**src/rtl/ascii_number_line_entry_core_defines.svh**
```systemverilog
// ----------------------------------------------------------------------------
// ascii number line entry - assertion macros
// shared property wrappers for the block's concurrent checks
// ----------------------------------------------------------------------------
`ifndef ASCII_NUMBER_LINE_ENTRY_CORE_DEFINES_SVH
`define ASCII_NUMBER_LINE_ENTRY_CORE_DEFINES_SVH

// same-cycle implication, checked out of reset
`define ANLE_ASSERT_IMP(lbl, clk, rst_n, ante, cons, msg) \
  lbl: assert property (@(posedge clk) disable iff (!rst_n) (ante) |-> (cons)) \
    else $error(msg);

// next-cycle implication, checked out of reset
`define ANLE_ASSERT_NXT(lbl, clk, rst_n, ante, cons, msg) \
  lbl: assert property (@(posedge clk) disable iff (!rst_n) (ante) |=> (cons)) \
    else $error(msg);

`endif

```
**src/rtl/anle_pkg.sv**
```systemverilog
// ----------------------------------------------------------------------------
// anle_pkg
// types and constants of the ascii number line entry block
// ----------------------------------------------------------------------------
package anle_pkg;

  localparam int unsigned VALUE_W = 32;
  localparam int unsigned COUNT_W = 16;
  localparam int unsigned CHAR_W  = 8;

  localparam logic [CHAR_W-1:0] CHAR_CR     = 8'h0D;
  localparam logic [CHAR_W-1:0] CHAR_BS     = 8'h08;
  localparam logic [CHAR_W-1:0] CHAR_ZERO   = 8'h30;
  localparam logic [CHAR_W-1:0] CHAR_NINE   = 8'h39;
  localparam logic [CHAR_W-1:0] CHAR_UC_A   = 8'h41;
  localparam logic [CHAR_W-1:0] CHAR_UC_F   = 8'h46;
  localparam logic [CHAR_W-1:0] CHAR_LC_A   = 8'h61;
  localparam logic [CHAR_W-1:0] CHAR_LC_F   = 8'h66;
  // low nibble of 'A'/'a' is 1, so letter value is nibble + 9
  localparam logic [3:0]        LETTER_ADJ  = 4'd9;

  localparam logic [COUNT_W-1:0] COUNT_MAX  = 16'hFFFF;

  // floor(x / 10) = (x * 0xCCCCCCCD) >> 35 for every 32-bit x
  localparam logic [VALUE_W-1:0] DIV10_RECIP = 32'hCCCCCCCD;
  localparam int unsigned        DIV10_SHIFT = 35;

  typedef struct packed {
    logic                echo_valid;
    logic [CHAR_W-1:0]   echo_char;
    logic                entry_done;
    logic [VALUE_W-1:0]  entry_value;
  } anle_result_t;

endpackage

```
**src/rtl/anle_ifs.sv**
```systemverilog
// ----------------------------------------------------------------------------
// anle channel interfaces
// valid/ready channels for characters, results and the radix register
// ----------------------------------------------------------------------------
interface anle_in_if;
  logic       valid;
  logic       ready;
  logic [7:0] typed_char;
  modport source (output valid, output typed_char, input ready);
  modport sink   (input valid, input typed_char, output ready);
endinterface

interface anle_out_if;
  logic        valid;
  logic        ready;
  logic        echo_valid;
  logic [7:0]  echo_char;
  logic        entry_done;
  logic [31:0] entry_value;
  modport source (output valid, output echo_valid, output echo_char,
                  output entry_done, output entry_value, input ready);
  modport sink   (input valid, input echo_valid, input echo_char,
                  input entry_done, input entry_value, output ready);
endinterface

interface anle_cfg_if;
  logic valid;
  logic ready;
  logic radix_hex;
  modport source (output valid, output radix_hex, input ready);
  modport sink   (input valid, input radix_hex, output ready);
endinterface

```
**src/rtl/ascii_number_line_entry_core.sv**
```systemverilog
// ----------------------------------------------------------------------------
// ascii_number_line_entry_core
// builds an unsigned 32-bit number from typed characters with backspace
// ----------------------------------------------------------------------------
// channel   dir  payload
// in_if     in   typed_char[7:0]
// out_if    out  echo_valid, echo_char[7:0], entry_done, entry_value[31:0]
// cfg_if    in   radix_hex
//
// one character per cycle when the output is not stalled; each character passes
// the input register, then the result register, on its way to the output
// the value/count update is combinational decode plus a 32x32 reciprocal
// multiply or shift-add, closing the loop on the state registers
// rst_n clears state, radix (decimal) and both valid flags
// a stalled output keeps its result; one more character is held at the input
// ----------------------------------------------------------------------------
module ascii_number_line_entry_core (
  input  logic        clk,
  input  logic        rst_n,
  anle_cfg_if.sink    cfg_if,
  anle_in_if.sink     in_if,
  anle_out_if.source  out_if
);
  import anle_pkg::*;

  logic              in_v_r;
  logic [CHAR_W-1:0] char_r;
  logic              radix_r;
  logic              out_v_r;
  anle_result_t      res_r;
  anle_result_t      res_nxt;
  logic              advance;

  // held character moves on when the result register is free or being drained
  assign advance      = in_v_r && (!out_v_r || out_if.ready);
  assign in_if.ready  = !in_v_r || advance;
  assign cfg_if.ready = 1'b1;

  anle_accum u_accum (
    .clk        (clk),
    .rst_n      (rst_n),
    .step       (advance),
    .typed_char (char_r),
    .radix_hex  (radix_r),
    .result     (res_nxt)
  );

  always_ff @(posedge clk) begin
    if (!rst_n) begin
      in_v_r  <= 1'b0;
      out_v_r <= 1'b0;
      radix_r <= 1'b0;
    end else begin
      if (in_if.ready) begin
        in_v_r <= in_if.valid;
      end
      if (advance) begin
        out_v_r <= 1'b1;
      end else if (out_if.ready) begin
        out_v_r <= 1'b0;
      end
      if (cfg_if.valid) begin
        radix_r <= cfg_if.radix_hex;
      end
    end
  end

  always_ff @(posedge clk) begin
    if (in_if.valid && in_if.ready) begin
      char_r <= in_if.typed_char;
    end
    if (advance) begin
      res_r <= res_nxt;
    end
  end

  assign out_if.valid       = out_v_r;
  assign out_if.echo_valid  = res_r.echo_valid;
  assign out_if.echo_char   = res_r.echo_char;
  assign out_if.entry_done  = res_r.entry_done;
  assign out_if.entry_value = res_r.entry_value;

endmodule

```
**src/rtl/anle_accum.sv**
```systemverilog
// ----------------------------------------------------------------------------
// anle_accum
// digit decode, value/count state and result formation for one character
// ----------------------------------------------------------------------------
`include "ascii_number_line_entry_core_defines.svh"

module anle_accum (
  input  logic                        clk,
  input  logic                        rst_n,
  input  logic                        step,
  input  logic [7:0]                  typed_char,
  input  logic                        radix_hex,
  output anle_pkg::anle_result_t      result
);
  import anle_pkg::*;

  logic [VALUE_W-1:0]   value_r;
  logic [VALUE_W-1:0]   value_nxt;
  logic [COUNT_W-1:0]   count_r;
  logic [COUNT_W-1:0]   count_nxt;
  logic                 is_digit;
  logic [3:0]           digit;
  logic                 is_cr;
  logic                 is_bs;
  logic [2*VALUE_W-1:0] div10_prod;
  logic [VALUE_W-1:0]   value_div;
  logic [VALUE_W-1:0]   value_app;

  always_comb begin
    is_digit = 1'b0;
    digit    = 4'd0;
    if (typed_char >= CHAR_ZERO && typed_char <= CHAR_NINE) begin
      is_digit = 1'b1;
      digit    = typed_char[3:0];
    end else if (radix_hex &&
                 ((typed_char >= CHAR_UC_A && typed_char <= CHAR_UC_F) ||
                  (typed_char >= CHAR_LC_A && typed_char <= CHAR_LC_F))) begin
      is_digit = 1'b1;
      digit    = typed_char[3:0] + LETTER_ADJ;
    end
  end

  assign is_cr = (typed_char == CHAR_CR);
  assign is_bs = (typed_char == CHAR_BS) && (count_r != '0);

  // decimal backspace by reciprocal multiply
  assign div10_prod = {{VALUE_W{1'b0}}, value_r} * {{VALUE_W{1'b0}}, DIV10_RECIP};
  assign value_div  = radix_hex ? {4'd0, value_r[VALUE_W-1:4]}
                                : VALUE_W'(div10_prod[2*VALUE_W-1:DIV10_SHIFT]);
  // x*10 = x*8 + x*2, wrapping
  assign value_app  = radix_hex ? {value_r[VALUE_W-5:0], digit}
                                : (value_r << 3) + (value_r << 1) + VALUE_W'(digit);

  always_comb begin
    value_nxt          = value_r;
    count_nxt          = count_r;
    result.echo_valid  = 1'b0;
    result.echo_char   = '0;
    result.entry_done  = 1'b0;
    result.entry_value = '0;
    if (is_cr) begin
      result.entry_done  = 1'b1;
      result.entry_value = value_r;
      value_nxt          = '0;
      count_nxt          = '0;
    end else if (is_digit) begin
      value_nxt         = value_app;
      if (count_r != COUNT_MAX) begin
        count_nxt = count_r + 1'b1;
      end
      result.echo_valid = 1'b1;
      result.echo_char  = typed_char;
    end else if (is_bs) begin
      value_nxt         = value_div;
      count_nxt         = count_r - 1'b1;
      result.echo_valid = 1'b1;
      result.echo_char  = typed_char;
    end
  end

  always_ff @(posedge clk) begin
    if (!rst_n) begin
      value_r <= '0;
      count_r <= '0;
    end else if (step) begin
      value_r <= value_nxt;
      count_r <= count_nxt;
    end
  end

  `ANLE_ASSERT_NXT(a_cr_clears, clk, rst_n, step && is_cr, value_r == '0 && count_r == '0, "carriage return did not clear state")
  `ANLE_ASSERT_NXT(a_count_sat, clk, rst_n, step && is_digit && count_r == COUNT_MAX, count_r == COUNT_MAX, "digit count wrapped past maximum")
  `ANLE_ASSERT_IMP(a_bs_needs_digit, clk, rst_n, result.echo_valid && typed_char == CHAR_BS, count_r != '0, "backspace echoed with no digits")
  `ANLE_ASSERT_IMP(a_done_no_echo, clk, rst_n, result.entry_done, !result.echo_valid, "entry end and echo together")

endmodule

```
**src/flat_wrapper.sv**
```systemverilog
// flat-port wrapper written by rule: the top's interface ports become plain ports
module ascii_number_line_entry_core_flat import anle_pkg::*;
  (clk, rst_n, cfg_if_valid, cfg_if_radix_hex, cfg_if_ready, in_if_valid, in_if_typed_char, in_if_ready, out_if_valid, out_if_echo_valid, out_if_echo_char, out_if_entry_done, out_if_entry_value, out_if_ready);
  anle_cfg_if cfg_if_i ();
  anle_in_if in_if_i ();
  anle_out_if out_if_i ();
  input  logic clk;
  input  logic rst_n;
  input wire logic [$bits(cfg_if_i.valid)-1:0] cfg_if_valid;
  input wire logic [$bits(cfg_if_i.radix_hex)-1:0] cfg_if_radix_hex;
  output wire logic [$bits(cfg_if_i.ready)-1:0] cfg_if_ready;
  input wire logic [$bits(in_if_i.valid)-1:0] in_if_valid;
  input wire logic [$bits(in_if_i.typed_char)-1:0] in_if_typed_char;
  output wire logic [$bits(in_if_i.ready)-1:0] in_if_ready;
  output wire logic [$bits(out_if_i.valid)-1:0] out_if_valid;
  output wire logic [$bits(out_if_i.echo_valid)-1:0] out_if_echo_valid;
  output wire logic [$bits(out_if_i.echo_char)-1:0] out_if_echo_char;
  output wire logic [$bits(out_if_i.entry_done)-1:0] out_if_entry_done;
  output wire logic [$bits(out_if_i.entry_value)-1:0] out_if_entry_value;
  input wire logic [$bits(out_if_i.ready)-1:0] out_if_ready;
  assign cfg_if_i.valid = cfg_if_valid;
  assign cfg_if_i.radix_hex = cfg_if_radix_hex;
  assign cfg_if_ready = cfg_if_i.ready;
  assign in_if_i.valid = in_if_valid;
  assign in_if_i.typed_char = in_if_typed_char;
  assign in_if_ready = in_if_i.ready;
  assign out_if_valid = out_if_i.valid;
  assign out_if_echo_valid = out_if_i.echo_valid;
  assign out_if_echo_char = out_if_i.echo_char;
  assign out_if_entry_done = out_if_i.entry_done;
  assign out_if_entry_value = out_if_i.entry_value;
  assign out_if_i.ready = out_if_ready;
  ascii_number_line_entry_core u_core (.clk(clk), .rst_n(rst_n), .cfg_if(cfg_if_i), .in_if(in_if_i), .out_if(out_if_i));
endmodule
```
**config.mk**
```make
export PLATFORM = sky130hd
export DESIGN_NAME = ascii_number_line_entry_core_flat
export DESIGN_NICKNAME = d
export VERILOG_FILES = /design/src/rtl/anle_pkg.sv /design/src/rtl/anle_ifs.sv /design/src/rtl/ascii_number_line_entry_core.sv /design/src/rtl/anle_accum.sv /design/src/flat_wrapper.sv
export VERILOG_INCLUDE_DIRS = /design/src /design/src/rtl
export SDC_FILE = /design/constraint.sdc
export NUM_CORES = 1
export LEC_CHECK = 0
export BUFFER_PORTS_ARGS = -buffer_cell sky130_fd_sc_hd__buf_2
export CAP_MARGIN = 20
export CORE_MARGIN = 3
export CORE_UTILIZATION = 45
export CTS_BUF_LIST = sky130_fd_sc_hd__clkbuf_2
export CTS_CLUSTER_DIAMETER = 100
export CTS_CLUSTER_SIZE = 28
export DETAILED_ROUTE_END_ITERATION = 8
export SLEW_MARGIN = 40
export SYNTH_ARGS = -nofsm -noshare
export SYNTH_HDL_FRONTEND = slang
export SYNTH_SLANG_ARGS = --single-unit
```
**constraint.sdc**
```tcl
create_clock -name clk -period 6.8 [get_ports clk]
set_input_delay 1.36 -clock clk [delete_from_list [all_inputs] [get_ports clk]]
set_output_delay 1.36 -clock clk [all_outputs]
set_load 0.02 [all_outputs]
```
### Word level (Yosys, flattened, before mapping)

Cells that the tools add are included.

* bits in registers: 101
* input bits: 14
* output and inout port bits: 45
* word-level logic and storage cells: 61

* add/subtract/negate cells: 5
* multipliers: 1
* $lt $le $gt $ge: 6
* equality and inequality tests: 4
* multiplexer cells: 18
* reductions and logical operators: 17

Operators by type and width (number)
* $mux 32: 4
* $mul 32x32->64 const B: 1
* $mux 16: 4
* $mux 33: 1
* $add 32x32->32: 1
* $add 32x4->32: 1
* $mux 29: 1
* $mux 9: 2
* $add 16x1->16 const B: 1
* $eq 8x4->1 const B: 2
* $ge 8x7->1 const B: 2
* $le 8x7->1 const B: 2
* $ne 16x16->1 const B: 1
* $reduce_bool 16->1: 1
* $sub 16x1->16 const B: 1
* $ge 8x6->1 const B: 1
* $le 8x6->1 const B: 1
* $mux 4: 2
* $logic_and 1x1->1: 7
* $add 4x4->4 const B: 1
* $mux 1: 4
* $logic_or 1x1->1: 3
* $ne 3x1->1 const B: 1
* $reduce_and 3->1: 1
* other kinds (4): 5

### Logic depth before layout (Yosys ltp)

* depth after elaboration: 10
* gate-level depth with buffers: 27

### Cells and area by module

From an unflattened synthesis, not the netlist that was laid out.

* cells, all modules: 2519
* area, all modules: 24081.8 sq um

By module, submodules not included
* anle_accum: instances 1, cells an instance 2455, area an instance 22429.0 sq um, seq. area each 960.9 sq um
* ascii_number_line_entry_core: instances 1, cells an instance 64, area an instance 1652.8 sq um, seq. area each 1561.5 sq um

### Worst setup path after synthesis

No wires, ideal clock.

* kind: flip-flop to flip-flop
* start: register u_core.u_accum.value_r[10]
* end: register u_core.u_accum.value_r[17]
* library setup time: 0.117 ns
* data arrival time: 7.312 ns
* setup slack: -0.629 ns
* stages on the path, launching flop included: 27
* buffers on the path: 1
* cells stage by stage: dfxtp_1 > ha_1 > clkbuf_1 > xor2_1 > ha_1 > a21o_1 > fa_1 > inv_1 > fa_1 > inv_1 > fa_1 > fa_1 > fa_1 > inv_1 > fa_1 > inv_1 > ha_1 > and3_1 > nand3_1 > or4_1 > a31oi_1 > o31ai_1 > a21oi_1 > a31oi_1 > xnor2_1 > mux4_2 > a22o_1

* longest elaborated chain between the ends: 5
* elaborated cells between the ends (all ways): 8

Ends and longest elaborated chain
* start: declaration: line anle_accum.sv:17 `logic [VALUE_W-1:0] value_r;`
* start signal: assignment: line anle_accum.sv:86 `value_r <= value_nxt;`
* $mul 32x32->64 or $add 32x32->32 (tied branches): line anle_accum.sv:47, anle_accum.sv:52
* $mux 29 or $add 32x4->32 (tied branches): line anle_accum.sv:48, anle_accum.sv:52
* $mux 32, on equally long branches: line anle_accum.sv:73, anle_accum.sv:51
* $mux 32 (*): line anle_accum.sv:66 `end else if (is_digit) begin`
* $mux 32 (*): line anle_accum.sv:61 `if (is_cr) begin`

Mark *: on every way between the ends. The rest lies on a longest branch, timed or not. The select of a mux whose other input is x is not followed.
A chain may end at the register's enable or synchronous reset.

### Final worst setup path

* start: register u_core.u_accum.value_r[20]
* end: register u_core.u_accum.value_r[17]

* longest elaborated chain between the ends: 5

Ends and longest elaborated chain
* $mul 32x32->64: line anle_accum.sv:47 `assign div10_prod = {{VALUE_W{1'b0}}, value_r} * {{VALUE_W{1'b0}}, DIV10_RECIP};`
* $mux 29: line anle_accum.sv:48 `assign value_div = radix_hex ? {4'd0, value_r[VALUE_W-1:4]}`
* $mux 32: line anle_accum.sv:73 `end else if (is_bs) begin`
* $mux 32: line anle_accum.sv:66
* $mux 32: line anle_accum.sv:61

No other way between the ends. The select of a mux whose other input is x is not followed.

==> results.sh <==
export IMPL_ctsHoldBuffers=0
export IMPL_violations="setup timing"
export IMPL_met2_usage_pct=50.0
export IMPL_die_area_sq_mm=0.0563
export IMPL_clock_sinks=101
export IMPL_path_max_fanout=4
export IMPL_synth_top_area_share_pct=32.3
export IMPL_synthDistinctLibCells=73
export IMPL_drc=0
export IMPL_fin_util_pct=56.7
export IMPL_fmax_ghz=0.137
export IMPL_finalHoldViolations=0
export IMPL_synth_edff_count=50
export IMPL_mostFrequentLayoutCell="inv_1"
export IMPL_io_pins=59
export IMPL_antenna_found_initial=1
export IMPL_hold_ws_ns=0.545
export IMPL_min_path_type="reg2reg"
export IMPL_dp_cells=3598
export IMPL_track_usage_pct=29.7
export IMPL_dp_slack_ns=-0.728
export IMPL_yosys_warnings=0
export IMPL_vdd_drop_max_mv=0.0830
export IMPL_clkLatencyLatePin_ns=0.77
export IMPL_grt_pass1_vias=21154
export IMPL_ctsHtreeMaxLevel=3
export IMPL_critical_path_max_stage_delay_ns=0.56
export IMPL_crit_path_start_kind="flip-flop"
export IMPL_root_buffer="clkbuf_2"
export IMPL_dieHeight_um=237
export IMPL_num_fill_cells=4760
export IMPL_gr_max_usage_layer="met2"
export IMPL_routedWlPerCell_um=22.4
export IMPL_syn_nets=3345
export IMPL_crit_path_end_kind="flip-flop"
export IMPL_required_ns=7.53
export IMPL_power_density_mw_per_mm2=37.6
export IMPL_fin_crit_sh_pct=107
export IMPL_arrival_ns=8.03
export IMPL_gp_congestion=0.975
export IMPL_worstHoldStart="u_core.in_v_r"
export IMPL_synth_cell_area_sq_mm=0.0241
export IMPL_cts_made_buffers=9
export IMPL_cp_common_cell="fa_1"
export IMPL_netlist_instances=2520
export IMPL_grt_max_degree=71
export IMPL_nets=3777
export IMPL_slew_viol_final=0
export IMPL_chipWidth_um=237
export IMPL_cts_reportedPaths_clkPinSlew_ns=0.39
export IMPL_yosys_area_top_type="fa_1"
export IMPL_worst_setup_path_type="reg2reg"
export IMPL_synth_top_flop_cell="dfxtp_1"
export IMPL_ant_nets=0
export IMPL_core_sq_mm=0.0528
export IMPL_crit_path_top_delay_cell="fa_2"
export IMPL_multiInputGateArea_sq_mm=0.0204
export IMPL_worst_pin_slew_ns=0.808
export IMPL_drt_iter0_markers=1485
export IMPL_ctsLongestPathBuffers=2
export IMPL_finalNonFillerCells=3646
export IMPL_status="complete, but fails checks"
export IMPL_synth_seq_cells=101
export IMPL_area_growth_pct=24.2
export IMPL_via_per_inst=5.43
export IMPL_postRouteWirelength_um=81800
export IMPL_grtUsageMet1_pct=40.2
export IMPL_cp_startpoint="u_core.u_accum.value_r[20]"
export IMPL_period_needed_ns=7.30
export IMPL_fin_ws_ns=-0.495
export IMPL_start_util_pct=45.7
export IMPL_drt_pass1_iter_count=5
export IMPL_grt_pass1_wl_um=126000
export IMPL_dp_hpwl_um=71100
export IMPL_maxCapViolations=0
export IMPL_rsz0062_at_grt="true"
export IMPL_ys_async_sr_fraction_pct=0
export IMPL_cts_tree="built"
export IMPL_synth_area_per_cell_sq_um=9.56
export IMPL_timing_slew_headroom_pct=45.9
export IMPL_crit_reg2reg_launch="u_core.u_accum.value_r[20]"
export IMPL_synthTopCellsByArea="fa_1, ha_1, inv_1, edfxtp_1, dfxtp_1"
export IMPL_vias=19797
export IMPL_drive_above_1_share_pct=24.7
export IMPL_p_leak_nw=16.2
export IMPL_overflow=0
export IMPL_setup_violations=26
export IMPL_seq_area_frac_synth_pct=10.5
export IMPL_final_cell_mix="inv_1, buf_4, fa_1"
export IMPL_grtUsageMet3_pct=3.62
export IMPL_skew_ns=0.0718
export IMPL_register_area_sq_mm=0.00262
export IMPL_port_buffers=57
export IMPL_rows=84
power breakdown:
group / total [W] / leakage [nW] / switching, W / internal, W
clock network: 0.000329 / 0.0712 / 0.000266 / 0.0000629
registers: 0.000654 / 0.911 / 0.00000881 / 0.000645
logic: 0.000140 / 15.2 / 0.0000915 / 0.0000486
total: 0.00112 / 16.2 / 0.000367 / 0.000757
final cells by class:
cell class / instances / area share, %
Clock inverter: 7 / 0.251
Tap cell: 688 / 2.88
Timing Repair Buffer: 484 / 12.1
Sequential cell: 101 / 8.75
Inverter: 616 / 7.75
Antenna cell: 1 / 0.00837
Multi-Input combinational cell: 1740 / 68.1
Clock buffer: 9 / 0.151
synthesized netlist by cell type, types with 5 or more instances:
master,count
xor2_1,57
and3_1,18
o21a_1,12
nand2_1,97
a21oi_1,129
nor4_1,8
clkbuf_1,47
and2_1,47
nor2_1,61
xnor2_1,57
o21ai_0,61
o31ai_1,5
a32o_1,5
inv_1,614
a31oi_1,15
a22o_1,11
buf_1,6
fa_1,389
nand3_1,35
buf_2,9
o21bai_1,17
o211ai_1,20
o21ai_1,15
nand4_1,24
edfxtp_1,50
mux4_2,7
nor3_1,22
dfxtp_1,51
mux2i_1,6
ha_1,422
a21o_1,69
nand2b_1,15
a211oi_1,7
nor2b_1,14
a22oi_1,17
and4_1,5
kinds of logic (layout without fill, tap and decap cells):
group	Yosys count	count (layout)	share of synthesized area, %
fa+ha+maj	811	811	54.3
buf+inv	679	1116	10.6
compound gates	435	435	11.8
simple gates	363	363	7.64
xor+xnor	114	114	4.15
flops	101	101	10.5
mux	15	15	0.997
other cells	2	3	0.0312
through the flow:
stage                     setup TNS [ns]  instance area [sq um]  power (W)
after floorplan                  -0.0680                  24500   0.000758
after global placement            -14.00                  28300   0.000801
after detailed placement          -14.17                  28300   0.000804
after CTS                          -7.80                  29300    0.00113
after global routing              -13.24                  29900    0.00117
final                              -8.06                  29900    0.00112
state kept, by name (all words and copies together) (netlist names):
name / flops
u_core.char_r: 8
u_core.in_v_r: 1
u_core.out_if.echo_char: 8
u_core.out_if.echo_valid: 1
u_core.out_if.entry_done: 1
u_core.out_if.entry_value: 32
u_core.out_if.valid: 1
u_core.radix_r: 1
u_core.u_accum.count_r: 16
u_core.u_accum.value_r: 32
critical path: cells and delay by family, from the launching register on:
kind / cells / cell delay (ns)
buffers and inverters: 8 / 0.56
and+or+nand+nor: 3 / 0.75
AOI/OAI and AO/OA: 5 / 0.79
adders and majority gates: 9 / 4.05
DFF: 1 / 0.47
xor gates and xnor gates: 1 / 0.17
muxes: 1 / 0.46
final timing paths:
kind                                end  slack, ns  depth (start not counted)
min reg2reg         u_core.out_if.valid       0.54                          2
max          u_core.u_accum.value_r[17]      -0.50                         27
max reg2reg  u_core.u_accum.value_r[17]      -0.50                         27
min                 u_core.out_if.valid       0.54                          2
routing by layer:
metal | share of wire (%) | vias up
li1 | - | 9077
met1 | 44 | 9974
met2 | 47 | 607
met3 | 4.8 | 139
met4 | 4.4 | 0
met5 | 0 | -
repair_timing:
item                                    CTS  global route
setup buffers                            15            25
endpoints found under the setup margin   29            29
endpoints found under the hold margin     0             0
pin swaps                                47            78
gates cloned                              0             0
gates resized for setup                 127           109
Note: power is estimated with default switching activity, not from simulation.
